[config.mk]
export PLATFORM = sky130hd
export DESIGN_NAME = ssq_ctrl
export DESIGN_NICKNAME = d
export VERILOG_FILES = /design/src/rtl/core/ssq_pkg.sv /design/src/rtl/core/ssq_ctrl.sv
export SDC_FILE = /design/constraint.sdc
export NUM_CORES = 1
export LEC_CHECK = 0
export ABC_AREA = 1
export BUFFER_PORTS_ARGS = -buffer_cell sky130_fd_sc_hd__buf_4
export CAP_MARGIN = 20
export CORE_AREA = 8 8 45 47
export CTS_CLUSTER_DIAMETER = 120
export DETAILED_ROUTE_END_ITERATION = 6
export DIE_AREA = 0 0 53 55
export PLACE_DENSITY_LB_ADDON = 0.05
export SLEW_MARGIN = 10
export SYNTH_ARGS = -nofsm -noshare
export SYNTH_HDL_FRONTEND = slang
export SYNTH_SLANG_ARGS = --single-unit
[constraint.sdc]
create_clock -name clk_i -period 2.25 [get_ports clk_i]
set_input_delay 0.3375 -clock clk_i [delete_from_list [all_inputs] [get_ports clk_i]]
set_output_delay 0.3375 -clock clk_i [all_outputs]
set_load 0.01 [all_outputs]
[src/rtl/core/ssq_pkg.sv]
// shared types and constants of the slot stack with overflow queue
`default_nettype none

package ssq_pkg;

  // fixed field widths
  localparam int unsigned KEY_W       = 64;
  localparam int unsigned TAG_W       = 64;
  localparam int unsigned CAP_W       = 5;
  localparam int unsigned LOT_USED_W  = 5;
  localparam int unsigned WAIT_USED_W = 4;

  // operation code of an input transfer
  localparam logic FUNC_ARRIVE = 1'b0;

  // result status codes
  typedef enum logic [2:0] {
    ST_PLACED    = 3'd0,
    ST_QUEUED    = 3'd1,
    ST_REJECTED  = 3'd2,
    ST_DEPARTED  = 3'd3,
    ST_NOT_FOUND = 3'd4,
    ST_LOT_EMPTY = 3'd5
  } status_e;

  // input transfer
  typedef struct packed {
    logic             func;
    logic [KEY_W-1:0] car_key;
    logic [TAG_W-1:0] owner_tag;
  } req_t;

  // result transfer
  typedef struct packed {
    status_e                status;
    logic                   promoted;
    logic [LOT_USED_W-1:0]  lot_used;
    logic [WAIT_USED_W-1:0] wait_used;
  } res_t;

  // one stored entry of lot or ring
  typedef struct packed {
    logic [KEY_W-1:0] car_key;
    logic [TAG_W-1:0] owner_tag;
  } entry_t;

  // commands from controller to datapath
  typedef struct packed {
    logic    capture;
    logic    lot_push;
    logic    ring_push;
    logic    scan_start;
    logic    scan_en;
    logic    lot_drop;
    logic    promote;
    logic    finish;
    status_e status;
    logic    promoted;
  } dp_cmd_t;

  // status from datapath to controller
  typedef struct packed {
    logic func;
    logic lot_room;
    logic ring_full;
    logic lot_empty;
    logic ring_empty;
    logic scan_done;
    logic found;
  } dp_sts_t;

endpackage

`default_nettype wire

[src/rtl/core/ssq_ctrl.sv]
// controller state machine sequencing arrivals, departure scans and promotion
`default_nettype none

module ssq_ctrl (
  input  wire logic             clk_i,
  input  wire logic             rst_ni,
  input  wire logic             start_i,
  input  wire ssq_pkg::dp_sts_t sts_i,
  output ssq_pkg::dp_cmd_t      cmd_o,
  output logic                  busy_o,
  output logic                  done_o
);

  import ssq_pkg::*;

  typedef enum logic [1:0] {
    S_IDLE,
    S_DISPATCH,
    S_SCAN,
    S_PROMOTE
  } state_e;

  state_e  state_q, state_d;
  logic    done_q;
  dp_cmd_t cmd;

  // next state and datapath commands
  always_comb begin
    cmd        = '0;
    cmd.status = ST_PLACED;
    state_d    = state_q;
    case (state_q)
      S_IDLE: begin
        if (start_i) begin
          cmd.capture = 1'b1;
          state_d     = S_DISPATCH;
        end
      end
      S_DISPATCH: begin
        if (sts_i.func == FUNC_ARRIVE) begin
          cmd.finish = 1'b1;
          state_d    = S_IDLE;
          if (sts_i.lot_room) begin
            cmd.lot_push = 1'b1;
            cmd.status   = ST_PLACED;
          end else if (sts_i.ring_full) begin
            cmd.status = ST_REJECTED;
          end else begin
            cmd.ring_push = 1'b1;
            cmd.status    = ST_QUEUED;
          end
        end else if (sts_i.lot_empty) begin
          cmd.finish = 1'b1;
          cmd.status = ST_LOT_EMPTY;
          state_d    = S_IDLE;
        end else begin
          cmd.scan_start = 1'b1;
          state_d        = S_SCAN;
        end
      end
      S_SCAN: begin
        cmd.scan_en = 1'b1;
        if (sts_i.scan_done) begin
          if (!sts_i.found) begin
            cmd.finish = 1'b1;
            cmd.status = ST_NOT_FOUND;
            state_d    = S_IDLE;
          end else if (sts_i.ring_empty) begin
            cmd.lot_drop = 1'b1;
            cmd.finish   = 1'b1;
            cmd.status   = ST_DEPARTED;
            state_d      = S_IDLE;
          end else begin
            cmd.lot_drop = 1'b1;
            state_d      = S_PROMOTE;
          end
        end
      end
      S_PROMOTE: begin
        cmd.promote  = 1'b1;
        cmd.finish   = 1'b1;
        cmd.status   = ST_DEPARTED;
        cmd.promoted = 1'b1;
        state_d      = S_IDLE;
      end
      default: begin
        state_d = S_IDLE;
      end
    endcase
  end

  // state and result strobe
  always_ff @(posedge clk_i or negedge rst_ni) begin
    if (!rst_ni) begin
      state_q <= S_IDLE;
      done_q  <= 1'b0;
    end else begin
      state_q <= state_d;
      done_q  <= cmd.finish;
    end
  end

  assign cmd_o  = cmd;
  assign busy_o = (state_q != S_IDLE);
  assign done_o = done_q;

  // result strobe is never held high
  assert property (@(posedge clk_i) disable iff (!rst_ni) done_q |=> !done_q)
    else $error("result strobe held for two cycles");

  // an accepted transfer is always dispatched next
  assert property (@(posedge clk_i) disable iff (!rst_ni)
    (state_q == S_IDLE && start_i) |=> (state_q == S_DISPATCH))
    else $error("accepted transfer not dispatched");

  // an entry is only removed after a key match
  assert property (@(posedge clk_i) disable iff (!rst_ni) cmd.lot_drop |-> sts_i.found)
    else $error("lot entry dropped without a match");

endmodule

`default_nettype wire

==> run summary <==
The tools report the amount of wire on met3 after detailed routing as 85 um. After synthesis, the mean cell area works out to 5.85 um^2. For the final worst clock skew, the log shows 0.000415 ns. Area of combinational cells with multiple inputs: 176 um^2. Buffers added to address setup during post-CTS repair amount to 0. The leftover overflow at the end of global routing came out at 0. For the number of global-route vias before repair, the log shows 411.

The signal arrival time at the worst endpoint was 1.22 ns. The logs give 0.319 nW for the leakage power and 7.49% for the overall routing resource usage. The detailed router finished its first iteration with 8 violations.

The cell family with the largest share of critical-path delay is flip-flops. After synthesis, the cell types taking the most area are sky130_fd_sc_hd__dfrtp_1 (25%), sky130_fd_sc_hd__nand2_1 (16%), sky130_fd_sc_hd__inv_1 (11%). The final critical path takes up 69.2% of the cycle.

The clock insertion delay at the later pin of the skew report was 0.23 ns; the mean number of vias per cell was 4.21. The die is 53 um wide. The worst setup path is of the reg -> out kind. After detailed routing, the average wire length per cell comes to 10.2 um. The deepest clock path buffer count was 2; the number of slew-limit violations in the final report was 0. The critical-path maximum fanout was 5.

After synthesis the netlist holds a flip-flop and latch count of 3. The share of flip-flops with an asynchronous set or reset was 100%. OpenSTA, run right after detailed placement, puts the worst setup slack at 0.916 ns. After detailed routing, the number of remaining DRC violations is 0. The maximum vdd drop is 255 uV. The library cell with the highest instance count after synthesis was sky130_fd_sc_hd__nand2_1. The first global-routing pass estimated 1.57 mm of wire. The worst setup path is captured at an output port.

Setup repair after global routing left no endpoint under its margin. Data on the critical path is required at its endpoint by 1.91 ns. The effective utilization at floorplan was 22.0%; the number of I/O port buffers was 23.

Start point of the worst hold path: sts_i[3]. After technology mapping, the gate count stands at 52. The routed design could run at a clock period as short as 1.56 ns. The congestion estimate from routability-driven global placement came to 0.715.

The routed design uses 496 um of met2 wire. TritonCTS built the clock tree. The final total negative setup slack was 0 ns; the number of standard-cell rows in the floorplan was 14. The number of antenna violations at the first check in global routing is 0. The proportion of netlist area held by the largest area contributor is 24.7%. For this design, the sink count on the clock tree is 3.

The type of the tightest min-delay check was in -> reg. The CTS buffer count came out at 3. The detailed router put a total of 369 um of wire on met1. Max-cap violations in this run came to 0. In this run, post-CTS repair resized a total of 0 instances. Ranked by instance count, the synthesized netlist is headed by sky130_fd_sc_hd__nand2_1 (13), sky130_fd_sc_hd__inv_1 (9), sky130_fd_sc_hd__nor2_1 (9), sky130_fd_sc_hd__nand3_1 (5). The startpoint type of the worst setup path was a flop.

The number of buffers and inverters on the critical path is 2. Stage delay of the slowest cell on the critical path: 0.43 ns. Cell chosen for the clock root: sky130_fd_sc_hd__clkbuf_4.

The post-synthesis sequential area ratio was 24.7%. The die height works out to 55 um. During synthesis, Yosys emitted a total of 0 warnings. The growth of design area from synthesis to finish was 72.8%. At the pin with the least slew margin, the transition time is 0.222 ns. For this design the ratio of total power to cell area is 983 mW/mm^2.

The slowest stage of the critical path is the sky130_fd_sc_hd__dfrtp_1 cell. In this run, synthesis inferred 0 flip-flops with an integrated enable. The cell taking the most area after synthesis was sky130_fd_sc_hd__dfrtp_1. Power comes to 516 uW.

Detailed-placement wirelength estimate: 875 um. The tightest hold path in the finished design has a slack of 0.406 ns. The count of antenna-violating nets left after detailed routing is 0. For this run, the top clock speed supported by timing is 0.642 GHz. The clock transition at the register clock pins on the worst setup and hold paths after CTS was 0.03 ns. The total number of nets in the final design is 90. The floorplan die area is 0.00292 mm^2, and the total detailed-routing wirelength is 965 um.

The layout filler cell count was 162. The first-pass iteration count of the detailed router came out at 4. The number of nets in the synthesized netlist came out at 62. The count of H-tree levels built during CTS is 1, and the final setup violation count is 0. Measured against its own limit, the worst slew margin works out to 85.2%. The via count is 400, and the largest net degree at the start of global routing is 6. Across all setup checks in the final design, the least slack found is 0.692 ns. The number of hold violations in the final report was 0; the sequential cell area in the final layout was 75.1 um^2. The number of different library cells in the post-synthesis netlist is 14.

The final design utilization came out at 38.0%. For this run, the leading register cell type out of synthesis is sky130_fd_sc_hd__dfrtp_1. The area inside the core boundary came out at 0.00138 mm^2. The launch point of the worst path was state_q[0]$_DFFE_PN0P_. The signal on the critical path passes through inv_2 > nor2_4 > o21ai_0 > nand3_1 > buf_4. Top layer used by detailed routing: met4. Count of antenna diodes in the layout: 0. Setup slack on the worst reg-to-reg path comes out at 1.30 ns.

The flow ran to the end, and the final reports show no timing, DRC or antenna violations. The startpoint identified for the worst register-to-register timing path is state_q[1]$_DFFE_PN0P_. Pin placement for this block handled 24 I/O pins. The cell area that synthesis handed to floorplanning was 304 um^2. Cells with a size suffix above 1 make up 43.0% of the layout.
-- final cells by class --
| type | count | share of cell area (%) |
|---|---|---|
| Sequential cell | 3 | 14.3 |
| Clock buffer | 4 | 5.00 |
| Timing Repair Buffer | 24 | 34.8 |
| Multi-Input combinational cell | 36 | 33.6 |
| Tap cell | 16 | 3.81 |
| Inverter | 12 | 8.57 |
-- timing repair --
action                     in CTS  in global routing
hold endpoints to repair        3                  0
setup endpoints to repair       0                  0
hold buffers                    1                  0
-- power by group --
part	leakage, nW	switching (mW)	internal, mW
Clock	0.0150	0.0252	0.0662
Combinational	0.266	0.173	0.146
Sequential	0.0382	0.0286	0.0773
-- worst register-to-register path: stages (launching register included) --
cell                      delay, ns
sky130_fd_sc_hd__dfrtp_1       0.45
sky130_fd_sc_hd__inv_2         0.08
sky130_fd_sc_hd__nor2_4        0.13
sky130_fd_sc_hd__nand2_2       0.07
sky130_fd_sc_hd__nand2_1       0.06
sky130_fd_sc_hd__nor2_1        0.05
-- final timing paths --
check / cells past startpoint / end
max reg2reg: 5 / state_q[0]$_DFFE_PN0P_
max: 5 / cmd_o[4]
max in group asynchronous: 2 / state_q[1]$_DFFE_PN0P_
min reg2reg: 3 / state_q[1]$_DFFE_PN0P_
min in group asynchronous: 2 / state_q[0]$_DFFE_PN0P_
min: 3 / done_o$_DFF_PN0_
-- cell usage in the layout (no fill, tap or decap), drive strengths merged, types with 2 or more instances in the layout --
cell type / instances
clkbuf: 4
nor2: 11
nand2: 14
nor3: 2
o21ai: 3
nand3: 5
buf: 23
dfrtp: 3
inv: 12
-- flip-flops by register name, indices dropped and copies added, names as in the netlist --
signal and cells:
state_q 2, done_o 1
-- cells by family (layout without fill, tap and decap cells) --
| kind of cell | count (synthesis) | after routing | share of synthesized area, % |
|---|---|---|---|
| buf+inv | 13 | 40 | 17.3 |
| flops | 3 | 3 | 24.7 |
| compound gates | 3 | 3 | 6.17 |
| simple gates | 33 | 33 | 51.9 |
-- through the flow --
step,area (um^2),instances
floorplan,304,52
CTS,526,95
global route,526,95
finish,526,95
global placement,489,90
detailed placement,489,90
-- per-layer routing --
layer | up-vias | GRT usage (%)
li1 | 210 | -
met1 | 168 | 6.99
met2 | 20 | 11.7
met3 | 2 | 3.48
met4 | 0 | 7.76
met5 | - | 0
No activity file was read; power rests on OpenSTA's default activity.
