===== config.mk =====
export PLATFORM = sky130hd
export DESIGN_NAME = ssq_dp
export DESIGN_NICKNAME = d
export VERILOG_FILES = /design/src/rtl/core/ssq_pkg.sv /design/src/rtl/core/ssq_ram.sv /design/src/rtl/core/ssq_dp.sv
export SDC_FILE = /design/constraint.sdc
export NUM_CORES = 2
export LEC_CHECK = 0
export BUFFER_PORTS_ARGS = -buffer_cell sky130_fd_sc_hd__buf_2
export CELL_PAD_IN_SITES_DETAIL_PLACEMENT = 2
export CELL_PAD_IN_SITES_GLOBAL_PLACEMENT = 2
export CORE_MARGIN = 10
export CORE_UTILIZATION = 45
export DETAILED_ROUTE_END_ITERATION = 7
export HOLD_SLACK_MARGIN = 0.03
export PLACE_DENSITY_LB_ADDON = 0.1
export SLEW_MARGIN = 15
export SYNTH_ARGS = -nofsm -noshare
export SYNTH_HDL_FRONTEND = slang
export SYNTH_SLANG_ARGS = --single-unit

===== constraint.sdc =====
create_clock -name clk_i -period 5.9 [get_ports clk_i]
set_clock_uncertainty 0.1 [all_clocks]
set_input_delay 0.59 -clock clk_i [delete_from_list [all_inputs] [get_ports clk_i]]
set_output_delay 0.59 -clock clk_i [all_outputs]
set_load 0.005 [all_outputs]

===== src/rtl/core/ssq_pkg.sv =====
// shared types and constants of the slot stack with overflow queue
`default_nettype none

package ssq_pkg;

  // fixed field widths
  localparam int unsigned KEY_W       = 64;
  localparam int unsigned TAG_W       = 64;
  localparam int unsigned CAP_W       = 5;
  localparam int unsigned LOT_USED_W  = 5;
  localparam int unsigned WAIT_USED_W = 4;

  // operation code of an input transfer
  localparam logic FUNC_ARRIVE = 1'b0;

  // result status codes
  typedef enum logic [2:0] {
    ST_PLACED    = 3'd0,
    ST_QUEUED    = 3'd1,
    ST_REJECTED  = 3'd2,
    ST_DEPARTED  = 3'd3,
    ST_NOT_FOUND = 3'd4,
    ST_LOT_EMPTY = 3'd5
  } status_e;

  // input transfer
  typedef struct packed {
    logic             func;
    logic [KEY_W-1:0] car_key;
    logic [TAG_W-1:0] owner_tag;
  } req_t;

  // result transfer
  typedef struct packed {
    status_e                status;
    logic                   promoted;
    logic [LOT_USED_W-1:0]  lot_used;
    logic [WAIT_USED_W-1:0] wait_used;
  } res_t;

  // one stored entry of lot or ring
  typedef struct packed {
    logic [KEY_W-1:0] car_key;
    logic [TAG_W-1:0] owner_tag;
  } entry_t;

  // commands from controller to datapath
  typedef struct packed {
    logic    capture;
    logic    lot_push;
    logic    ring_push;
    logic    scan_start;
    logic    scan_en;
    logic    lot_drop;
    logic    promote;
    logic    finish;
    status_e status;
    logic    promoted;
  } dp_cmd_t;

  // status from datapath to controller
  typedef struct packed {
    logic func;
    logic lot_room;
    logic ring_full;
    logic lot_empty;
    logic ring_empty;
    logic scan_done;
    logic found;
  } dp_sts_t;

endpackage

`default_nettype wire


===== src/rtl/core/ssq_ram.sv =====
// generic single write port ram with registered read
`default_nettype none

module ssq_ram #(
  parameter int unsigned WIDTH = 128,
  parameter int unsigned DEPTH = 16
) (
  input  wire logic                     clk_i,
  input  wire logic                     we_i,
  input  wire logic [$clog2(DEPTH)-1:0] waddr_i,
  input  wire logic [WIDTH-1:0]         wdata_i,
  input  wire logic [$clog2(DEPTH)-1:0] raddr_i,
  output logic      [WIDTH-1:0]         rdata_o
);

  logic [WIDTH-1:0] mem_q [DEPTH];

  // write port and registered read port
  always_ff @(posedge clk_i) begin
    if (we_i) begin
      mem_q[waddr_i] <= wdata_i;
    end
    rdata_o <= mem_q[raddr_i];
  end

endmodule

`default_nettype wire


===== src/rtl/core/ssq_dp.sv =====
// datapath: lot and ring memories, counters, scan pipeline and result register
`default_nettype none

module ssq_dp #(
  parameter int unsigned LOT_DEPTH  = 16,
  parameter int unsigned RING_SLOTS = 16
) (
  input  wire logic                        clk_i,
  input  wire logic                        rst_ni,
  input  wire ssq_pkg::req_t               req_i,
  input  wire logic                        cfg_we_i,
  input  wire logic [ssq_pkg::CAP_W-1:0]   cfg_data_i,
  input  wire ssq_pkg::dp_cmd_t            cmd_i,
  output ssq_pkg::dp_sts_t                 sts_o,
  output ssq_pkg::res_t                    res_o
);

  import ssq_pkg::*;

  localparam int unsigned AW  = $clog2(LOT_DEPTH);
  localparam int unsigned CW  = $clog2(LOT_DEPTH + 1);
  localparam int unsigned RW  = $clog2(RING_SLOTS);
  localparam int unsigned EW  = (CW > CAP_W) ? CW : CAP_W;
  localparam int unsigned LUW = (CW > LOT_USED_W) ? CW : LOT_USED_W;
  localparam int unsigned RUW = (RW > WAIT_USED_W) ? RW : WAIT_USED_W;

  function automatic logic [RW-1:0] ring_next(input logic [RW-1:0] p);
    logic [RW-1:0] n;
    if (p == RW'(RING_SLOTS - 1)) begin
      n = '0;
    end else begin
      n = p + 1'b1;
    end
    return n;
  endfunction

  function automatic logic [RW-1:0] ring_used(input logic [RW-1:0] t,
                                              input logic [RW-1:0] h);
    logic [RW-1:0] u;
    if (t >= h) begin
      u = t - h;
    end else begin
      u = t + RW'(RING_SLOTS) - h;
    end
    return u;
  endfunction

  req_t          req_q;
  res_t          res_q;
  logic [CW-1:0] count_q, count_d;
  logic [CW-1:0] cap_q;
  logic [RW-1:0] head_q, head_d;
  logic [RW-1:0] tail_q, tail_d;
  logic [CW-1:0] rd_ptr_q;
  logic          pend_q;
  logic [AW-1:0] pend_idx_q;
  logic          found_q;

  logic          issue;
  logic          match;
  logic          shift_we;
  logic          lot_we;
  logic [AW-1:0] lot_waddr;
  entry_t        lot_wdata;
  entry_t        lot_rdata;
  entry_t        ring_wdata;
  entry_t        ring_rdata;
  logic [EW-1:0] cfg_v;
  logic          cfg_ok;
  logic [LUW-1:0] lot_used_ext;
  logic [RUW-1:0] wait_used_ext;

  // scan pipeline: read one slot a cycle, compare the slot read the cycle before
  assign issue    = cmd_i.scan_en && (rd_ptr_q < count_q);
  assign match    = pend_q && !found_q && (lot_rdata.car_key == req_q.car_key);
  assign shift_we = cmd_i.scan_en && pend_q && found_q;

  // counter and pointer updates
  always_comb begin
    count_d = count_q;
    if (cmd_i.lot_push || cmd_i.promote) begin
      count_d = count_q + 1'b1;
    end else if (cmd_i.lot_drop) begin
      count_d = count_q - 1'b1;
    end
  end

  assign head_d = cmd_i.promote   ? ring_next(head_q) : head_q;
  assign tail_d = cmd_i.ring_push ? ring_next(tail_q) : tail_q;

  // lot write port: arrival, compaction shift or promotion
  assign lot_we    = cmd_i.lot_push || cmd_i.promote || shift_we;
  assign lot_waddr = shift_we ? (pend_idx_q - 1'b1) : count_q[AW-1:0];

  always_comb begin
    if (cmd_i.lot_push) begin
      lot_wdata.car_key   = req_q.car_key;
      lot_wdata.owner_tag = req_q.owner_tag;
    end else if (cmd_i.promote) begin
      lot_wdata = ring_rdata;
    end else begin
      lot_wdata = lot_rdata;
    end
  end

  assign ring_wdata.car_key   = req_q.car_key;
  assign ring_wdata.owner_tag = req_q.owner_tag;

  ssq_ram #(
    .WIDTH ($bits(entry_t)),
    .DEPTH (LOT_DEPTH)
  ) u_lot_ram (
    .clk_i   (clk_i),
    .we_i    (lot_we),
    .waddr_i (lot_waddr),
    .wdata_i (lot_wdata),
    .raddr_i (rd_ptr_q[AW-1:0]),
    .rdata_o (lot_rdata)
  );

  // ring read port sits on the head, so its entry is ready for promotion
  ssq_ram #(
    .WIDTH ($bits(entry_t)),
    .DEPTH (RING_SLOTS)
  ) u_ring_ram (
    .clk_i   (clk_i),
    .we_i    (cmd_i.ring_push),
    .waddr_i (tail_q),
    .wdata_i (ring_wdata),
    .raddr_i (head_q),
    .rdata_o (ring_rdata)
  );

  // capacity write check
  assign cfg_v  = EW'(cfg_data_i);
  assign cfg_ok = (cfg_v != '0) && (cfg_v <= EW'(LOT_DEPTH)) && (cfg_v >= EW'(count_q));

  // control registers
  always_ff @(posedge clk_i or negedge rst_ni) begin
    if (!rst_ni) begin
      count_q  <= '0;
      cap_q    <= CW'(LOT_DEPTH);
      head_q   <= '0;
      tail_q   <= '0;
      rd_ptr_q <= '0;
      pend_q   <= 1'b0;
      found_q  <= 1'b0;
    end else begin
      count_q <= count_d;
      head_q  <= head_d;
      tail_q  <= tail_d;
      if (cfg_we_i && cfg_ok) begin
        cap_q <= CW'(cfg_v);
      end
      if (cmd_i.scan_start) begin
        rd_ptr_q <= '0;
        pend_q   <= 1'b0;
        found_q  <= 1'b0;
      end else if (cmd_i.scan_en) begin
        if (issue) begin
          rd_ptr_q <= rd_ptr_q + 1'b1;
        end
        pend_q <= issue;
        if (match) begin
          found_q <= 1'b1;
        end
      end
    end
  end

  assign lot_used_ext  = LUW'(count_d);
  assign wait_used_ext = RUW'(ring_used(tail_d, head_d));

  // payload registers
  always_ff @(posedge clk_i) begin
    if (cmd_i.capture) begin
      req_q <= req_i;
    end
    if (cmd_i.scan_en) begin
      pend_idx_q <= rd_ptr_q[AW-1:0];
    end
    if (cmd_i.finish) begin
      res_q.status    <= cmd_i.status;
      res_q.promoted  <= cmd_i.promoted;
      res_q.lot_used  <= lot_used_ext[LOT_USED_W-1:0];
      res_q.wait_used <= wait_used_ext[WAIT_USED_W-1:0];
    end
  end

  // status to the controller
  assign sts_o.func       = req_q.func;
  assign sts_o.lot_room   = (count_q < cap_q) && (count_q < CW'(LOT_DEPTH));
  assign sts_o.ring_full  = (ring_next(tail_q) == head_q);
  assign sts_o.lot_empty  = (count_q == '0);
  assign sts_o.ring_empty = (head_q == tail_q);
  assign sts_o.scan_done  = !issue && !pend_q;
  assign sts_o.found      = found_q;

  assign res_o = res_q;

  // occupancy never passes the capacity
  assert property (@(posedge clk_i) disable iff (!rst_ni) count_q <= cap_q)
    else $error("lot occupancy above capacity");

  // a compaction shift never targets below slot zero
  assert property (@(posedge clk_i) disable iff (!rst_ni) shift_we |-> (pend_idx_q != '0))
    else $error("compaction shift from slot zero");

endmodule

`default_nettype wire


==> impl_metrics.json <==
{
  "synth_area_per_cell_um2": 21.18,
  "cts_made_buffers": 231,
  "synth.area.top_cells": "edfxtp_1, mux4_2, mux2i_1, dfxtp_1, o21ai_0",
  "tightest_slew_ns": 1.146,
  "final_cells": 7193,
  "wl_per_cell_um": 36.12,
  "min-delay-start": "cmd_i[4]",
  "yosysUniqueCellTypes": 51,
  "clockBufferDepth": 3,
  "vias": 43520,
  "grt-ovfl-total": 0,
  "post_cts_buffers": 0,
  "cp-end-kind": "primary output",
  "status": "finished clean",
  "path_max_fanout": 9,
  "ant_nets": 0,
  "synth_top_area_share_pct": 73.93,
  "design_power_total_mw": 47.98,
  "area_growth_pct": 15.40,
  "critPathArrivalTime_ns": 3.39,
  "rows": 160,
  "period_needed_ns": 4.082,
  "finalSetupViolations": 0,
  "first_global_vias": 47900,
  "synthFlopType": "edfxtp_1",
  "rsz0062_at_grt": "false",
  "layout-drive-gt1-share_pct": 25.94,
  "grt_usage_pct": 24.54,
  "slew_viol_final": 0,
  "coreArea_mm2": 0.1906,
  "max_freq_mhz": 245.0,
  "yosys_warnings": 0,
  "gp_congestion": 0.7327,
  "drc": 0,
  "via_per_inst": 6.050,
  "timing.final.crit_share_pct": 69.19,
  "relSlewSlack_pct": 23.41,
  "syn-cell-area_mm2": 0.08652,
  "r2r-start": "head_q[1]",
  "dp_cells": 6664,
  "dr.pass1.iters": 7,
  "io_buffers": 104,
  "place_hpwl_mm": 143.2,
  "cts_tree": "done",
  "cts_resized": 0,
  "routed_wl_mm": 259.8,
  "clk_pin_slew_ns": 0.06,
  "io_pins": 169,
  "ir_worst_vdd_mv": 0.3121,
  "startpoint": "count_q[1]",
  "crit_path_start_kind": "flop",
  "synth_edf_count": 2130,
  "cp_data_required_time_ns": 5.21,
  "yosysMostFrequentCell": "edfxtp_1",
  "grt_pass1_wl_mm": 372.0,
  "p_leak_nw": 32.53,
  "min_path_type": "input pin to flop",
  "ys_seq_area_share_pct": 77.61,
  "synth_common_cells": "edfxtp_1, mux4_2, mux2i_1",
  "ys_ff_latch": 2283,
  "drtIter0Drc": 4468,
  "syn-instance-count": 4084,
  "root_buffer": "clkbuf_16",
  "antenna_found_initial": 15,
  "drv_cap": 0,
  "initial_core_util_pct": 45.40,
  "die-area_mm2": 0.2102,
  "hold_viol_final": 0,
  "grt_start_max_net_pins": 124,
  "yosys.area.top_type": "edfxtp_1",
  "worstSkewPairLatency_ns": 0.87,
  "worstSetupPathType": "flop to primary output",
  "dieHeight_um": 458.5,
  "synth_nets": 4259,
  "async_flop_share_pct": 1.095,
  "finalSetupTns_ns": 0,
  "cts_num_sinks": 2283,
  "power_density_mw_per_mm2": 480.6,
  "ctsHtreeMaxLevel": 4,
  "finish.net_count": 4642,
  "die_x_um": 458.5
}
-- final timing paths --
path                                            to  slack [ns]  depth (start not counted)
max                                       sts_o[1]        1.82                          7
min                                       res_o[6]        0.15                          1
max reg2reg                u_ring_ram.rdata_o[124]        2.38                          5
min reg2reg                               cap_q[1]        0.42                          1
max in group asynchronous                head_q[3]        4.79                          2
min in group asynchronous               count_q[0]        0.27                          2
-- through the flow --
step | instance area [µm²] | util [%] | setup WS [ns] | hold WS (ns)
floorplan | 86540 | - | 1.152 | 0.1944
global placement | 91070 | 47.79 | 1.939 | 0.3916
detailed placement | 91070 | 47.79 | 1.815 | 0.4135
CTS | 99780 | 52.36 | 1.719 | 0.08967
global route | 99830 | 52.38 | 1.591 | 0.1122
finish | 99840 | 52.39 | 1.818 | 0.1451
-- power breakdown --
group	internal, mW	switching (mW)
Sequential	20.5	1.45
Combinational	3.91	6.67
Clock	8.96	6.45
Total	33.4	14.6
-- sequential cells by signal, summed over array words and instances, names as in the netlist --
register            flops
u_lot_ram.mem_q      1024
u_ring_ram.mem_q     1024
req_q                  64
u_lot_ram.rdata_o      64
u_ring_ram.rdata_o     64
res_o                  13
cap_q                   5
count_q                 5
rd_ptr_q                5
head_q                  4
pend_idx_q              4
tail_q                  4
found_q                 1
pend_q                  1
sts_o                   1
-- cells in the final DEF (no fill, tap or decap), types with 7 or more instances in the layout --
| cell | synthesis | final |
|---|---|---|
| edfxtp_1 | 2130 | 2130 |
| mux4_2 | 447 | 447 |
| mux2i_1 | 258 | 258 |
| clkbuf_16 | 0 | 238 |
| o21ai_0 | 208 | 207 |
| buf_4 | 9 | 152 |
| nand2_1 | 150 | 149 |
| dfxtp_1 | 128 | 128 |
| buf_2 | 58 | 101 |
| dlygate4sd3_1 | 0 | 79 |
| a21oi_1 | 76 | 76 |
| mux2_2 | 69 | 69 |
| a221oi_1 | 65 | 65 |
| a22oi_1 | 64 | 64 |
| xnor2_1 | 60 | 60 |
| clkbuf_1 | 103 | 59 |
| clkinv_2 | 0 | 49 |
| clkbuf_8 | 0 | 42 |
| inv_1 | 30 | 30 |
| nor2_4 | 0 | 28 |
| buf_12 | 1 | 28 |
| ha_1 | 25 | 25 |
| bufinv_16 | 0 | 24 |
| xor2_1 | 18 | 18 |
| dfrtp_1 | 24 | 16 |
| clkinv_1 | 0 | 16 |
| nand4_1 | 15 | 15 |
| nand2b_1 | 8 | 8 |
| nor4_1 | 8 | 8 |
| dfrtp_4 | 0 | 8 |
| inv_6 | 0 | 7 |
-- layer usage --
metal	GRT usage (%)	vias up	part of all wire, %
met5	0	-	0
met4	5.849	0	2.1
met3	3.202	331	4.9
met2	41.59	1379	50
met1	33.87	24140	43
li1	-	17670	-
-- critical path: stages, from the launching register on --
cell,delay (ns)
dfrtp_1,0.63
inv_1,0.25
ha_1,0.34
a21o_1,0.14
a21oi_1,0.10
o21ai_0,0.56
nor2b_1,0.34
buf_2,0.17
-- cell type report --
type,instances,area (µm²)
fillers,16170,90740
clock inverters,104,1165
multi-input cells,1559,18450
flip-flops and latches,2283,67180
well taps,2511,3142
diodes,5,12.51
inverters,30,112.6
repair buffers,362,3020
clock buffers,339,6755
-- what timing repair did --
item                                    CTS  global route
endpoints found under the setup margin    0             0
hold buffers                             79             0
endpoints found under the hold margin   112             0
-- cell families (layout without fill, tap and decap cells) --
| kind of cell | count (synthesis) | count (layout) | share of synthesized area, % |
|---|---|---|---|
| multiplexers | 775 | 775 | 15.55 |
| other | 0 | 5 | 0 |
| AND/OR/NAND/NOR | 240 | 240 | 1.184 |
| AO/OA/AOI/OAI | 440 | 440 | 3.104 |
| flip-flops | 2283 | 2283 | 77.61 |
| XOR/XNOR | 78 | 78 | 0.7896 |
| buffers and inverters | 242 | 835 | 1.374 |
| adder cells (fa/ha/maj) | 26 | 26 | 0.3847 |
No activity file was read; power rests on OpenSTA's default activity.
